### config.mk
export PLATFORM = sky130hd
export DESIGN_NAME = interval_end_pair_matcher
export DESIGN_NICKNAME = d
export VERILOG_FILES = /design/src/sv/imp_pkg.sv /design/src/sv/imp_store.sv /design/src/sv/imp_engine.sv /design/src/sv/interval_end_pair_matcher.sv
export SDC_FILE = /design/constraint.sdc
export NUM_CORES = 2
export LEC_CHECK = 0
export CORE_MARGIN = 1
export CORE_UTILIZATION = 54
export DETAILED_ROUTE_END_ITERATION = 7
export DONT_BUFFER_PORTS = 1
export GPL_ROUTABILITY_DRIVEN = 0
export PLACE_DENSITY_LB_ADDON = 0.3
export SLEW_MARGIN = 20
export SYNTH_ARGS = -nofsm -noshare
export SYNTH_HDL_FRONTEND = slang
export SYNTH_HIERARCHICAL = 1
export SYNTH_SLANG_ARGS = --single-unit
### constraint.sdc
create_clock -name clk_i -period 15.1 [get_ports clk_i]
set_clock_uncertainty 0.1 [all_clocks]
set_input_delay 2.265 -clock clk_i [delete_from_list [all_inputs] [get_ports clk_i]]
set_output_delay 2.265 -clock clk_i [all_outputs]
set_load 0.05 [all_outputs]
### src/sv/imp_pkg.sv
// Package for the interval end pair matcher.
// Holds sizes, the in/out word types and the control structs that the
// store, the engine and the top level share. No dependencies.
`default_nettype none

package imp_pkg;

  localparam int MaxPerSet = 32;
  localparam int IdxW      = (MaxPerSet > 1) ? $clog2(MaxPerSet) : 1;
  localparam int CntW      = $clog2(MaxPerSet + 1);
  localparam int EndW      = 32;
  localparam int PosW      = 31;
  localparam int ResIdxW   = 5;
  localparam int IdW       = 6;

  typedef struct packed {
    logic            set_sel;
    logic [PosW-1:0] start_pos;
    logic [PosW-1:0] span;
    logic            last_item;
  } imp_in_t;

  typedef struct packed {
    logic               res_set;
    logic [ResIdxW-1:0] res_index;
    logic [IdW-1:0]     pair_id;
    logic               overflowed;
    logic               res_last;
  } imp_out_t;

  // write port of the end stores
  typedef struct packed {
    logic            en_a;
    logic            en_b;
    logic [IdxW-1:0] addr;
    logic [EndW-1:0] data;
  } imp_wr_t;

  // batch hand-over from the loader to the matching engine
  typedef struct packed {
    logic            start;
    logic [CntW-1:0] cnt_a;
    logic [CntW-1:0] cnt_b;
    logic            drop;
  } imp_ctl_t;

endpackage

`default_nettype wire

### src/sv/imp_store.sv
// End stores for sets A and B: one synchronous memory per set.
// One write port, one shared read address, read data registered.
// Depends on imp_pkg.
`default_nettype none

module imp_store import imp_pkg::*; (
  input  logic            clk_i,
  input  imp_wr_t         wr_i,
  input  logic [IdxW-1:0] rd_addr_i,
  output logic [EndW-1:0] rd_a_o,
  output logic [EndW-1:0] rd_b_o
);

  logic [EndW-1:0] ends_a_mem [MaxPerSet];
  logic [EndW-1:0] ends_b_mem [MaxPerSet];
  logic [EndW-1:0] rd_a_q;
  logic [EndW-1:0] rd_b_q;

  always_ff @(posedge clk_i) begin
    if (wr_i.en_a) begin
      ends_a_mem[wr_i.addr] <= wr_i.data;
    end
    rd_a_q <= ends_a_mem[rd_addr_i];
  end

  always_ff @(posedge clk_i) begin
    if (wr_i.en_b) begin
      ends_b_mem[wr_i.addr] <= wr_i.data;
    end
    rd_b_q <= ends_b_mem[rd_addr_i];
  end

  assign rd_a_o = rd_a_q;
  assign rd_b_o = rd_b_q;

endmodule

`default_nettype wire

### src/sv/imp_engine.sv
// Matching engine: walks both end stores on every visit of an interval (A
// twice, B once) and emits one result word per interval through an output
// register. Depends on imp_pkg.
`default_nettype none

module imp_engine import imp_pkg::*; (
  input  logic            clk_i,
  input  logic            rst_ni,
  input  imp_ctl_t        ctl_i,
  output logic            done_o,
  output logic [IdxW-1:0] rd_addr_o,
  input  logic [EndW-1:0] rd_a_i,
  input  logic [EndW-1:0] rd_b_i,
  output logic            out_valid_o,
  input  logic            out_ready_i,
  output imp_out_t        out_data_o
);

  typedef enum logic [4:0] {
    S_IDLE = 5'b00001,
    S_OWN  = 5'b00010,
    S_CAP  = 5'b00100,
    S_SCAN = 5'b01000,
    S_EMIT = 5'b10000
  } state_e;

  // FLAG marks which A intervals find a partner, IDA and IDB emit ids
  typedef enum logic [2:0] {
    P_FLAG = 3'b001,
    P_IDA  = 3'b010,
    P_IDB  = 3'b100
  } phase_e;

  state_e                state_q, state_d;
  phase_e                phase_q, phase_d;
  logic [IdxW-1:0]       cur_q, cur_d;
  logic [CntW-1:0]       t_q, t_d;
  logic                  p_vld_q, p_vld_d;
  logic [IdxW-1:0]       p_idx_q, p_idx_d;
  logic [EndW-1:0]       own_q, own_d;
  logic [CntW-1:0]       r_q, r_d;
  logic [CntW-1:0]       o_q, o_d;
  logic [CntW-1:0]       m_q, m_d;
  logic [MaxPerSet-1:0]  flag_q, flag_d;
  logic                  out_vld_q, out_vld_d;
  imp_out_t              out_q, out_d;

  logic                  is_b;
  logic [CntW-1:0]       scan_len;
  logic [CntW-1:0]       cnt_own;
  logic [CntW-1:0]       cur_next;
  logic                  elem_last;
  logic                  final_res;
  logic                  a_ok;
  logic                  b_ok;
  logic                  eq_a;
  logic                  eq_b;
  logic                  low;
  logic                  matched;
  logic [CntW-1:0]       pair;

  assign is_b      = (phase_q == P_IDB);
  assign scan_len  = (ctl_i.cnt_a > ctl_i.cnt_b) ? ctl_i.cnt_a : ctl_i.cnt_b;
  assign cnt_own   = is_b ? ctl_i.cnt_b : ctl_i.cnt_a;
  assign cur_next  = CntW'(cur_q) + CntW'(1);
  assign elem_last = (cur_next == cnt_own);
  assign final_res = is_b ? elem_last : (elem_last && (ctl_i.cnt_b == '0));

  assign a_ok = (CntW'(p_idx_q) < ctl_i.cnt_a);
  assign b_ok = (CntW'(p_idx_q) < ctl_i.cnt_b);
  assign eq_a = a_ok && (rd_a_i == own_q);
  assign eq_b = b_ok && (rd_b_i == own_q);
  assign low  = (p_idx_q < cur_q);

  // the k-th interval of an end value pairs if the other set has more than k
  assign matched = (r_q < o_q);
  assign pair    = matched ? CntW'(m_q + r_q + CntW'(1)) : '0;

  always_comb begin
    state_d   = state_q;
    phase_d   = phase_q;
    cur_d     = cur_q;
    t_d       = t_q;
    p_vld_d   = p_vld_q;
    p_idx_d   = p_idx_q;
    own_d     = own_q;
    r_d       = r_q;
    o_d       = o_q;
    m_d       = m_q;
    flag_d    = flag_q;
    out_vld_d = out_vld_q;
    out_d     = out_q;
    rd_addr_o = cur_q;
    done_o    = 1'b0;

    if (out_vld_q && out_ready_i) begin
      out_vld_d = 1'b0;
    end

    case (state_q)
      S_IDLE: begin
        if (ctl_i.start) begin
          flag_d  = '0;
          cur_d   = '0;
          phase_d = (ctl_i.cnt_a != '0) ? P_FLAG : P_IDB;
          state_d = S_OWN;
        end
      end
      S_OWN: begin
        rd_addr_o = cur_q;
        state_d   = S_CAP;
      end
      S_CAP: begin
        own_d     = is_b ? rd_b_i : rd_a_i;
        rd_addr_o = '0;
        t_d       = CntW'(1);
        p_vld_d   = 1'b1;
        p_idx_d   = '0;
        r_d       = '0;
        o_d       = '0;
        m_d       = '0;
        state_d   = S_SCAN;
      end
      S_SCAN: begin
        if (p_vld_q) begin
          if (is_b) begin
            r_d = r_q + CntW'(eq_b && low);
            o_d = o_q + CntW'(eq_a);
          end else begin
            r_d = r_q + CntW'(eq_a && low);
            o_d = o_q + CntW'(eq_b);
          end
          // matched A intervals with a smaller end come before this id
          m_d = m_q + CntW'(a_ok && flag_q[p_idx_q] && (rd_a_i < own_q));
        end
        if (t_q < scan_len) begin
          rd_addr_o = t_q[IdxW-1:0];
          p_vld_d   = 1'b1;
          p_idx_d   = t_q[IdxW-1:0];
          t_d       = t_q + CntW'(1);
        end else begin
          p_vld_d = 1'b0;
        end
        if (!p_vld_q) begin
          if (phase_q == P_FLAG) begin
            flag_d[cur_q] = matched;
            if (elem_last) begin
              phase_d = P_IDA;
              cur_d   = '0;
            end else begin
              cur_d = cur_next[IdxW-1:0];
            end
            state_d = S_OWN;
          end else begin
            state_d = S_EMIT;
          end
        end
      end
      S_EMIT: begin
        // hold until the output register is free
        if (!out_vld_q || out_ready_i) begin
          out_vld_d        = 1'b1;
          out_d.res_set    = is_b;
          out_d.res_index  = ResIdxW'(cur_q);
          out_d.pair_id    = IdW'(pair);
          out_d.overflowed = ctl_i.drop;
          out_d.res_last   = final_res;
          if (final_res) begin
            done_o  = 1'b1;
            state_d = S_IDLE;
          end else begin
            if (elem_last) begin
              phase_d = P_IDB;
              cur_d   = '0;
            end else begin
              cur_d = cur_next[IdxW-1:0];
            end
            state_d = S_OWN;
          end
        end
      end
      default: begin
        state_d = S_IDLE;
      end
    endcase
  end

  always_ff @(posedge clk_i or negedge rst_ni) begin
    if (!rst_ni) begin
      state_q   <= S_IDLE;
      phase_q   <= P_FLAG;
      cur_q     <= '0;
      t_q       <= '0;
      p_vld_q   <= 1'b0;
      p_idx_q   <= '0;
      flag_q    <= '0;
      out_vld_q <= 1'b0;
    end else begin
      state_q   <= state_d;
      phase_q   <= phase_d;
      cur_q     <= cur_d;
      t_q       <= t_d;
      p_vld_q   <= p_vld_d;
      p_idx_q   <= p_idx_d;
      flag_q    <= flag_d;
      out_vld_q <= out_vld_d;
    end
  end

  always_ff @(posedge clk_i) begin
    own_q <= own_d;
    r_q   <= r_d;
    o_q   <= o_d;
    m_q   <= m_d;
    out_q <= out_d;
  end

  assign out_valid_o = out_vld_q;
  assign out_data_o  = out_q;

endmodule

`default_nettype wire

### src/sv/interval_end_pair_matcher.sv
// Interval end pair matcher, top level: loader, end stores and matching engine.
// Depends on imp_pkg, imp_store and imp_engine.
//
// Loading takes one word per cycle: each interval's end (start + span - 1)
// goes into the end store of its set at the next free index; words beyond
// 32 per set are dropped and flagged in every result of the batch. The word
// marked last closes the batch; the input then stalls while matching runs.
// For every visit of an interval the engine reads its own end and then scans
// both end stores through their single read port, one index a cycle. A
// intervals are visited twice (partner flag, then pair id) and B intervals
// once; handing over a result waits while the output register is full.
// Results leave through an output register: all A intervals in index order,
// then all B.
`default_nettype none

module interval_end_pair_matcher import imp_pkg::*; (
  input  logic     clk_i,
  input  logic     rst_ni,
  input  logic     in_valid_i,
  output logic     in_ready_o,
  input  imp_in_t  in_data_i,
  output logic     out_valid_o,
  input  logic     out_ready_i,
  output imp_out_t out_data_o
);

  logic            busy_q, busy_d;
  logic            start_q, start_d;
  logic [CntW-1:0] cnt_a_q, cnt_a_d;
  logic [CntW-1:0] cnt_b_q, cnt_b_d;
  logic            drop_q, drop_d;

  logic            in_acc;
  logic            full_a;
  logic            full_b;
  logic [EndW-1:0] end_w;
  imp_wr_t         wr;
  imp_ctl_t        ctl;
  logic            done;
  logic [IdxW-1:0] rd_addr;
  logic [EndW-1:0] rd_a;
  logic [EndW-1:0] rd_b;

  assign in_ready_o = !busy_q;
  assign in_acc     = in_valid_i && in_ready_o;
  assign full_a     = (cnt_a_q >= CntW'(MaxPerSet));
  assign full_b     = (cnt_b_q >= CntW'(MaxPerSet));
  assign end_w      = {1'b0, in_data_i.start_pos} + {1'b0, in_data_i.span} - EndW'(1);

  assign wr.en_a = in_acc && !in_data_i.set_sel && !full_a;
  assign wr.en_b = in_acc && in_data_i.set_sel && !full_b;
  assign wr.addr = in_data_i.set_sel ? cnt_b_q[IdxW-1:0] : cnt_a_q[IdxW-1:0];
  assign wr.data = end_w;

  assign ctl.start = start_q;
  assign ctl.cnt_a = cnt_a_q;
  assign ctl.cnt_b = cnt_b_q;
  assign ctl.drop  = drop_q;

  always_comb begin
    busy_d  = busy_q;
    start_d = 1'b0;
    cnt_a_d = cnt_a_q;
    cnt_b_d = cnt_b_q;
    drop_d  = drop_q;
    if (in_acc) begin
      if (!in_data_i.set_sel) begin
        if (full_a) begin
          drop_d = 1'b1;
        end else begin
          cnt_a_d = cnt_a_q + CntW'(1);
        end
      end else begin
        if (full_b) begin
          drop_d = 1'b1;
        end else begin
          cnt_b_d = cnt_b_q + CntW'(1);
        end
      end
      if (in_data_i.last_item) begin
        busy_d  = 1'b1;
        start_d = 1'b1;
      end
    end
    // last result handed to the output register: open a fresh batch
    if (done) begin
      busy_d  = 1'b0;
      cnt_a_d = '0;
      cnt_b_d = '0;
      drop_d  = 1'b0;
    end
  end

  always_ff @(posedge clk_i or negedge rst_ni) begin
    if (!rst_ni) begin
      busy_q  <= 1'b0;
      start_q <= 1'b0;
      cnt_a_q <= '0;
      cnt_b_q <= '0;
      drop_q  <= 1'b0;
    end else begin
      busy_q  <= busy_d;
      start_q <= start_d;
      cnt_a_q <= cnt_a_d;
      cnt_b_q <= cnt_b_d;
      drop_q  <= drop_d;
    end
  end

  imp_store u_store (
    .clk_i     (clk_i),
    .wr_i      (wr),
    .rd_addr_i (rd_addr),
    .rd_a_o    (rd_a),
    .rd_b_o    (rd_b)
  );

  imp_engine u_engine (
    .clk_i       (clk_i),
    .rst_ni      (rst_ni),
    .ctl_i       (ctl),
    .done_o      (done),
    .rd_addr_o   (rd_addr),
    .rd_a_i      (rd_a),
    .rd_b_i      (rd_b),
    .out_valid_o (out_valid_o),
    .out_ready_i (out_ready_i),
    .out_data_o  (out_data_o)
  );

  a_cnt_cap: assert property (@(posedge clk_i) disable iff (!rst_ni)
    (cnt_a_q <= CntW'(MaxPerSet)) && (cnt_b_q <= CntW'(MaxPerSet)))
    else $error("set count beyond capacity");

  a_batch_nonempty: assert property (@(posedge clk_i) disable iff (!rst_ni)
    $rose(busy_q) |-> ((cnt_a_q != '0) || (cnt_b_q != '0)))
    else $error("matching started on an empty batch");

  a_start_busy: assert property (@(posedge clk_i) disable iff (!rst_ni)
    start_q |-> busy_q)
    else $error("engine started outside a batch");

  a_pair_range: assert property (@(posedge clk_i) disable iff (!rst_ni)
    out_valid_o |-> (out_data_o.pair_id <= IdW'(MaxPerSet)))
    else $error("pair id out of range");

endmodule

`default_nettype wire
; Word level (Yosys, flattened, before mapping)
; Memories as Yosys holds them, arrays and structs flattened. A register that Yosys moved wholly into a read port is not among the register bits.
; Cells that the tools add are included.
[totals]
ff_bits = 137
ram_bits = 2048
input_bits = 68
mem_count = 2
[memory_table]
columns = name, words, word_bits, rd, rd_ports_with_merged_regs, wr, line_no
row1 = u_store.ends_a_mem, 32, 32, 1, 1, 1, imp_store.sv:14  ; logic [EndW-1:0] ends_a_mem [MaxPerSet];
row2 = u_store.ends_b_mem, 32, 32, 1, 1, 1, imp_store.sv:15  ; logic [EndW-1:0] ends_b_mem [MaxPerSet];
[classes]
add_sub_neg = 13
order_cmp = 12
n_eq_ne = 23
muxes = 80
reduce_logical = 40
[op_table]
columns = cell, n
row1 = $mux W32, 4
row2 = $mux W6, 16
row3 = $mux W5, 13
row4 = $eq A32 B32 Y1, 2
row5 = $pmux W32 S2, 1
row6 = $pmux W6 S2, 4
row7 = $add A31 B31 Y32, 1
row8 = $bwmux W32, 1
row9 = $lt A32 B32 Y1, 1
row10 = $sub A32 B1 Y32 const B, 1
row11 = $add A6 B1 Y6, 5
row12 = $pmux W5 S5, 1
row13 = $add A6 B1 Y6 const B, 4
row14 = $mux W1, 24
row15 = $mux W3, 8
row16 = $pmux W5 S2, 2
row17 = $ne A2 B1 Y1 const B, 9
row18 = $pmux W5 S3, 1
row19 = $logic_and A1 B1 Y1, 14
row20 = $ge A6 B6 Y1 const B, 2
row21 = $lt A5 B6 Y1, 2
row22 = $lt A5 B6 Y1 const B, 2
row23 = $lt A6 B6 Y1, 2
row24 = $reduce_and A3 Y1, 4
row25 = 30 further kinds, 44

; Depth between registers and ports, before layout
[logic_depth]
ltp_word = 10
depth_mapped = 27

; Modules after synthesis
; Netlist, hierarchy kept.
[modules_own_cells]
columns = module, instances, cells_per_inst, area_per_inst_um2
row1 = imp_store, 1, 3154, 79120.9
row2 = imp_engine, 1, 835, 8294.2
row3 = interval_end_pair_matcher, 1, 460, 3263.1

; Worst setup path before layout
; Ideal clock, no wire load.
[synth_timing]
kind = input port to flip-flop
startpoint = input in_data_i[2] (netlist name)
endpoint = memory u_store.ends_a_mem[0][13], data pin
setup_time_ns = 0.727
arrival_time_ns = 6.990
path_slack_ns = 7.283
stages = 11
path_buffers = 0
path_cell_list = inv_1 ha_1 inv_1 ha_1 fa_1 a211o_1 a21oi_2 a21oi_2 a21o_1 a21o_1 o311ai_1
[synth_via]
elab_chain_cells = 2
[synth_rtl]
columns = element, line_no
row1 = "start, declared", interval_end_pair_matcher.sv:21  ; input imp_in_t in_data_i,
row2 = $add A31 B31 Y32, interval_end_pair_matcher.sv:48  ; assign end_w = {1'b0, in_data_i.start_pos} + {1'b0, in_data_i.span} - EndW'(1);
row3 = $sub A32 B1 Y32, interval_end_pair_matcher.sv:48
row4 = via end_w[13], interval_end_pair_matcher.sv:36  ; logic [EndW-1:0] end_w;
row5 = "end, declared", imp_store.sv:14
; The timed path passes the listed nets, and every way through them passes these cells.

; Final worst setup path
[layout_timing]
startpoint = register cnt_b_q[1]
endpoint = register u_store.rd_b_q[31], in the netlist u_store/rd_b_o[31], read port of u_store.ends_b_mem
[layout_via]
elab_chain_cells = 5
[layout_rtl]
columns = element, line_no
row1 = "start, declared", interval_end_pair_matcher.sv:30  ; logic [CntW-1:0] cnt_b_q, cnt_b_d;
row2 = "start signal, assigned", interval_end_pair_matcher.sv:105  ; cnt_b_q <= cnt_b_d;
row3 = $gt A6 B6 Y1, imp_engine.sv:63  ; assign scan_len = (ctl_i.cnt_a > ctl_i.cnt_b) ? ctl_i.cnt_a : ctl_i.cnt_b;
row4 = $mux W6 (*), imp_engine.sv:63
row5 = $lt A6 B6 Y1 (*), imp_engine.sv:136  ; if (t_q < scan_len) begin
row6 = $mux W5 (*), imp_engine.sv:136
row7 = $pmux W5 S2 (*), imp_engine.sv:100  ; case (state_q)
row8 = via rd_addr[2], interval_end_pair_matcher.sv:40  ; logic [IdxW-1:0] rd_addr;
row9 = "end, declared", imp_store.sv:17  ; logic [EndW-1:0] rd_b_q;
; Mark *: on every way through the listed nets, which the timed path passes. The rest lies on a longest branch.
; A chain may end at the register's enable or synchronous reset.

==> run summary <==
Clk_lat worst skew: 830 ps
Post-cts resize count: 0
Initial DRC Count: 6182
Die H: 411.8 µm
CTS tree: built
TritonCTS Sinks: 2249
Ys Warns: 6
Final Critical Period: 7820 ps
# DRC: 0
Starting density of the core: 54.29%
Worst r2r dst: u_store/rd_b_o[31]
Initial antenna violation count: 13
Gate Count Post-Synth: 4449
F_max: 127.9 MHz
Footprint of the multi-input gates: 23290 µm²
Worst Hold Class: flop to flop
Setup Fix Bufs, Post-CTS: 0
Layout fillers: 11490
Hold_buf cts: 0
Reg2reg start: cnt_b_q[1]
Non-Filler Instances: 6964
Core Region: 167000 µm²
Final Hold Vio Count: 0
Largest net degree at the start of global routing: 151
Final setup TNS: 0 ps
Root Driver: clkbuf_16
Leak: 32.25 nW
#FFs+latches synth: 2249
Via density: 6.516
Slew headroom: 22.65%
Hold Path Stages: 0
Post-synth top area cell: edfxtp_1
Hold_sp: drop_q
Synth-to-layout area growth: 11.78%
Worst Setup Start Kind: flop
Post-synth ARST share: 3.246%
Reg2reg path depth: 19
Post-route ant nets: 0
Post-Syn Area: 90680 µm²
VDD IR-drop max: 0.1064 mV
CP endpoint kind: flop
CP arrival: 8430 ps
Commonest cells post-synth: edfxtp_1 (2112), mux4_2 (612), inv_1 (197), nor2_1 (156), ha_1 (141)
Chip width: 411.8 µm
H-tree levels: 4
Row cnt: 150
Power per cell area: 139.3 nW/µm²
Crit path kind: flop to flop
Final wirelength: 220.6 mm
Io pins: 84
Sequential fraction of the synthesis area: 73.37%
Fraction of the cycle the final worst path needs: 51.79%
WL/cell: 31.67 µm
NumNets Final: 4779
Synth unique cells: 86
Syn_nets: 4660
GRT overflow: 0
RSZ-0062 raised after global routing: no
Most frequent cell after synthesis: edfxtp_1
Placed cells: 6554
Worst R2R Setup Slack: 7280 ps
Clock transition at path regs: 60 ps
Mean Syn Cell Area: 20.38 µm²
Slew at the pin closest to its max-slew limit: 1160 ps
EDFF count, synth: 2112
Yosys top cell area share: 69.94%
Vias in the first global route: 45030
Layout cells sized above 1: 26.67%
Reg area: 66530 µm²
Synth Flop Type: edfxtp_1
Routed via count: 45380
Drt pass-1 iters: 5
CP required: 15710 ps
DP HPWL: 111.4 mm
PnR Total Power: 14.12 mW
CP Max Fanout: 150
Gr usage total: 26.40%
Total CTS buffers: 216
Pins Over Slew Limit: 0
Outcome: complete, no violations
Die Footprint: 169600 µm²
Hold EP: u_engine/out_data_o[1]
Max-cap violations: 0
Clk buf depth: 3
Setup WS pre-CTS: 7368 ps
Setup WS post-layout: 7280 ps
PortBufs: 0
Largest cells by area after synthesis: edfxtp_1 (70%), mux4_2 (15%), dfrtp_1 (2.0%)
First-pass GRT wire length: 316.3 mm
Final-report setup violation count: 0
-- cell type report --
class                      count  share of cell area (%)
timing repair buffer         126                   1.007
inverter                     199                  0.7370
sequential                  2249                   65.64
multi-input combinational   1776                   22.98
clock inverter               119                   1.106
clock buffer                 289                   5.804
antenna                        2                0.004938
tap                         2204                   2.721
-- cells by family (layout without fill, tap and decap cells) --
| logic type | count (synthesis) | count (layout) | synth area share, % |
|---|---|---|---|
| simple gates | 422 | 422 | 2.228 |
| mux | 761 | 761 | 16.99 |
| compound gates | 355 | 355 | 2.550 |
| fa+ha+maj | 143 | 143 | 1.990 |
| other cells | 0 | 2 | 0 |
| xor+xnor | 95 | 95 | 0.9176 |
| flops | 2249 | 2249 | 73.37 |
| buf+inv | 424 | 733 | 1.950 |
-- worst max-delay path by stage --
stage          cells past startpoint         start  slack, ps                         to
5_1_grt                           19    cnt_b_q[1]       6700         u_store/rd_b_o[22]
3_3_place_gp                      19    cnt_b_q[1]       7490         u_store/rd_b_o[31]
4_1_cts                           19    cnt_b_q[1]       7370         u_store/rd_b_o[22]
6_report                          19    cnt_b_q[1]       7280         u_store/rd_b_o[31]
3_5_place_dp                      19    cnt_b_q[1]       7370         u_store/rd_b_o[25]
2_1_floorplan                     11  in_data_i[2]       7280  u_store/ends_a_mem[0][13]
-- cells in the final DEF, fill, tap and decap left out, types with 10 or more instances in the layout --
cell       netlist  final
edfxtp_1      2112   2112
mux4_2         612    612
clkbuf_16        0    219
inv_1          197    197
ha_1           141    140
buf_4           16    120
nor2_1         156     91
nand2_1         86     85
mux2_2          84     84
dfrtp_1         71     71
a21oi_1         69     68
nor2_4           0     64
dfxtp_1         64     64
o21ai_1         63     63
clkbuf_1       114     56
nand3_1         48     48
xor2_1          54     43
clkinv_1         0     41
mux2i_1         41     41
clkinv_2         0     38
a21o_1          37     37
o21ai_0         34     34
nand4_1         33     33
o22ai_1         29     29
xnor2_1         41     25
mux2_1          24     24
bufinv_16        0     19
a31oi_1         17     17
nor3_1          16     16
xnor2_2          0     16
clkbuf_8         0     14
a221oi_1        13     13
o21a_1          11     11
o31ai_1         11     11
xor2_4           0     11
o211ai_1        11     11
nand2b_1        10     10
nor4_1          10     10
-- registers in the layout, summed over array words and instances (netlist names), 3 cells and up --
| signal | cells |
|---|---|
| u_store/ends_a_mem | 1024 |
| u_store/ends_b_mem | 1024 |
| u_engine/flag_q | 32 |
| u_engine/own_q | 32 |
| u_store/rd_a_o | 32 |
| u_store/rd_b_o | 32 |
| u_engine/out_data_o | 14 |
| cnt_a_q | 6 |
| cnt_b_q | 6 |
| u_engine/m_q | 6 |
| u_engine/o_q | 6 |
| u_engine/r_q | 6 |
| u_engine/t_q | 6 |
| u_engine/cur_q | 5 |
| u_engine/p_idx_q | 5 |
| u_engine/state_q | 5 |
| u_engine/phase_q | 3 |
-- metal layers --
| layer | wire, µm | global-route usage [%] |
|---|---|---|
| met1 | 83510 | 36.88 |
| met2 | 105700 | 41.96 |
| met3 | 23780 | 5.457 |
| met4 | 7618 | 8.646 |
| met5 | 12 | 0 |
-- critical path, cell delays in order, from the launching register on --
cell	delay, ps
dfrtp_1	440
inv_1	130
ha_1	320
nor2b_1	160
o2111a_1	200
o21ai_1	100
a21oi_1	580
a21oi_1	170
ha_1	320
nand2_1	70
a211o_1	260
a31o_2	240
o21ai_1	380
a21o_1	480
a22o_4	700
buf_12	780
buf_4	910
mux4_2	410
mux4_2	500
mux2_2	270
-- per-stage QoR --
| step | cell area (µm²) | hold WS (ps) | util, % |
|---|---|---|---|
| after floorplan | 90680 | 323.1 | - |
| after global placement | 94330 | 335.8 | 56.47 |
| after detailed placement | 94330 | 344.2 | 56.47 |
| after CTS | 101300 | 344.8 | 60.67 |
| after global routing | 101400 | 357.2 | 60.68 |
| final | 101400 | 349.0 | 60.68 |
-- report_power, final --
group	total, mW	leakage (nW)	internal (mW)	switching [mW]
combinational	1.30	8.35	0.323	0.975
sequential	7.49	20.5	7.41	0.0741
clock	5.33	3.42	3.05	2.28
(Power assumes the default switching activity.)
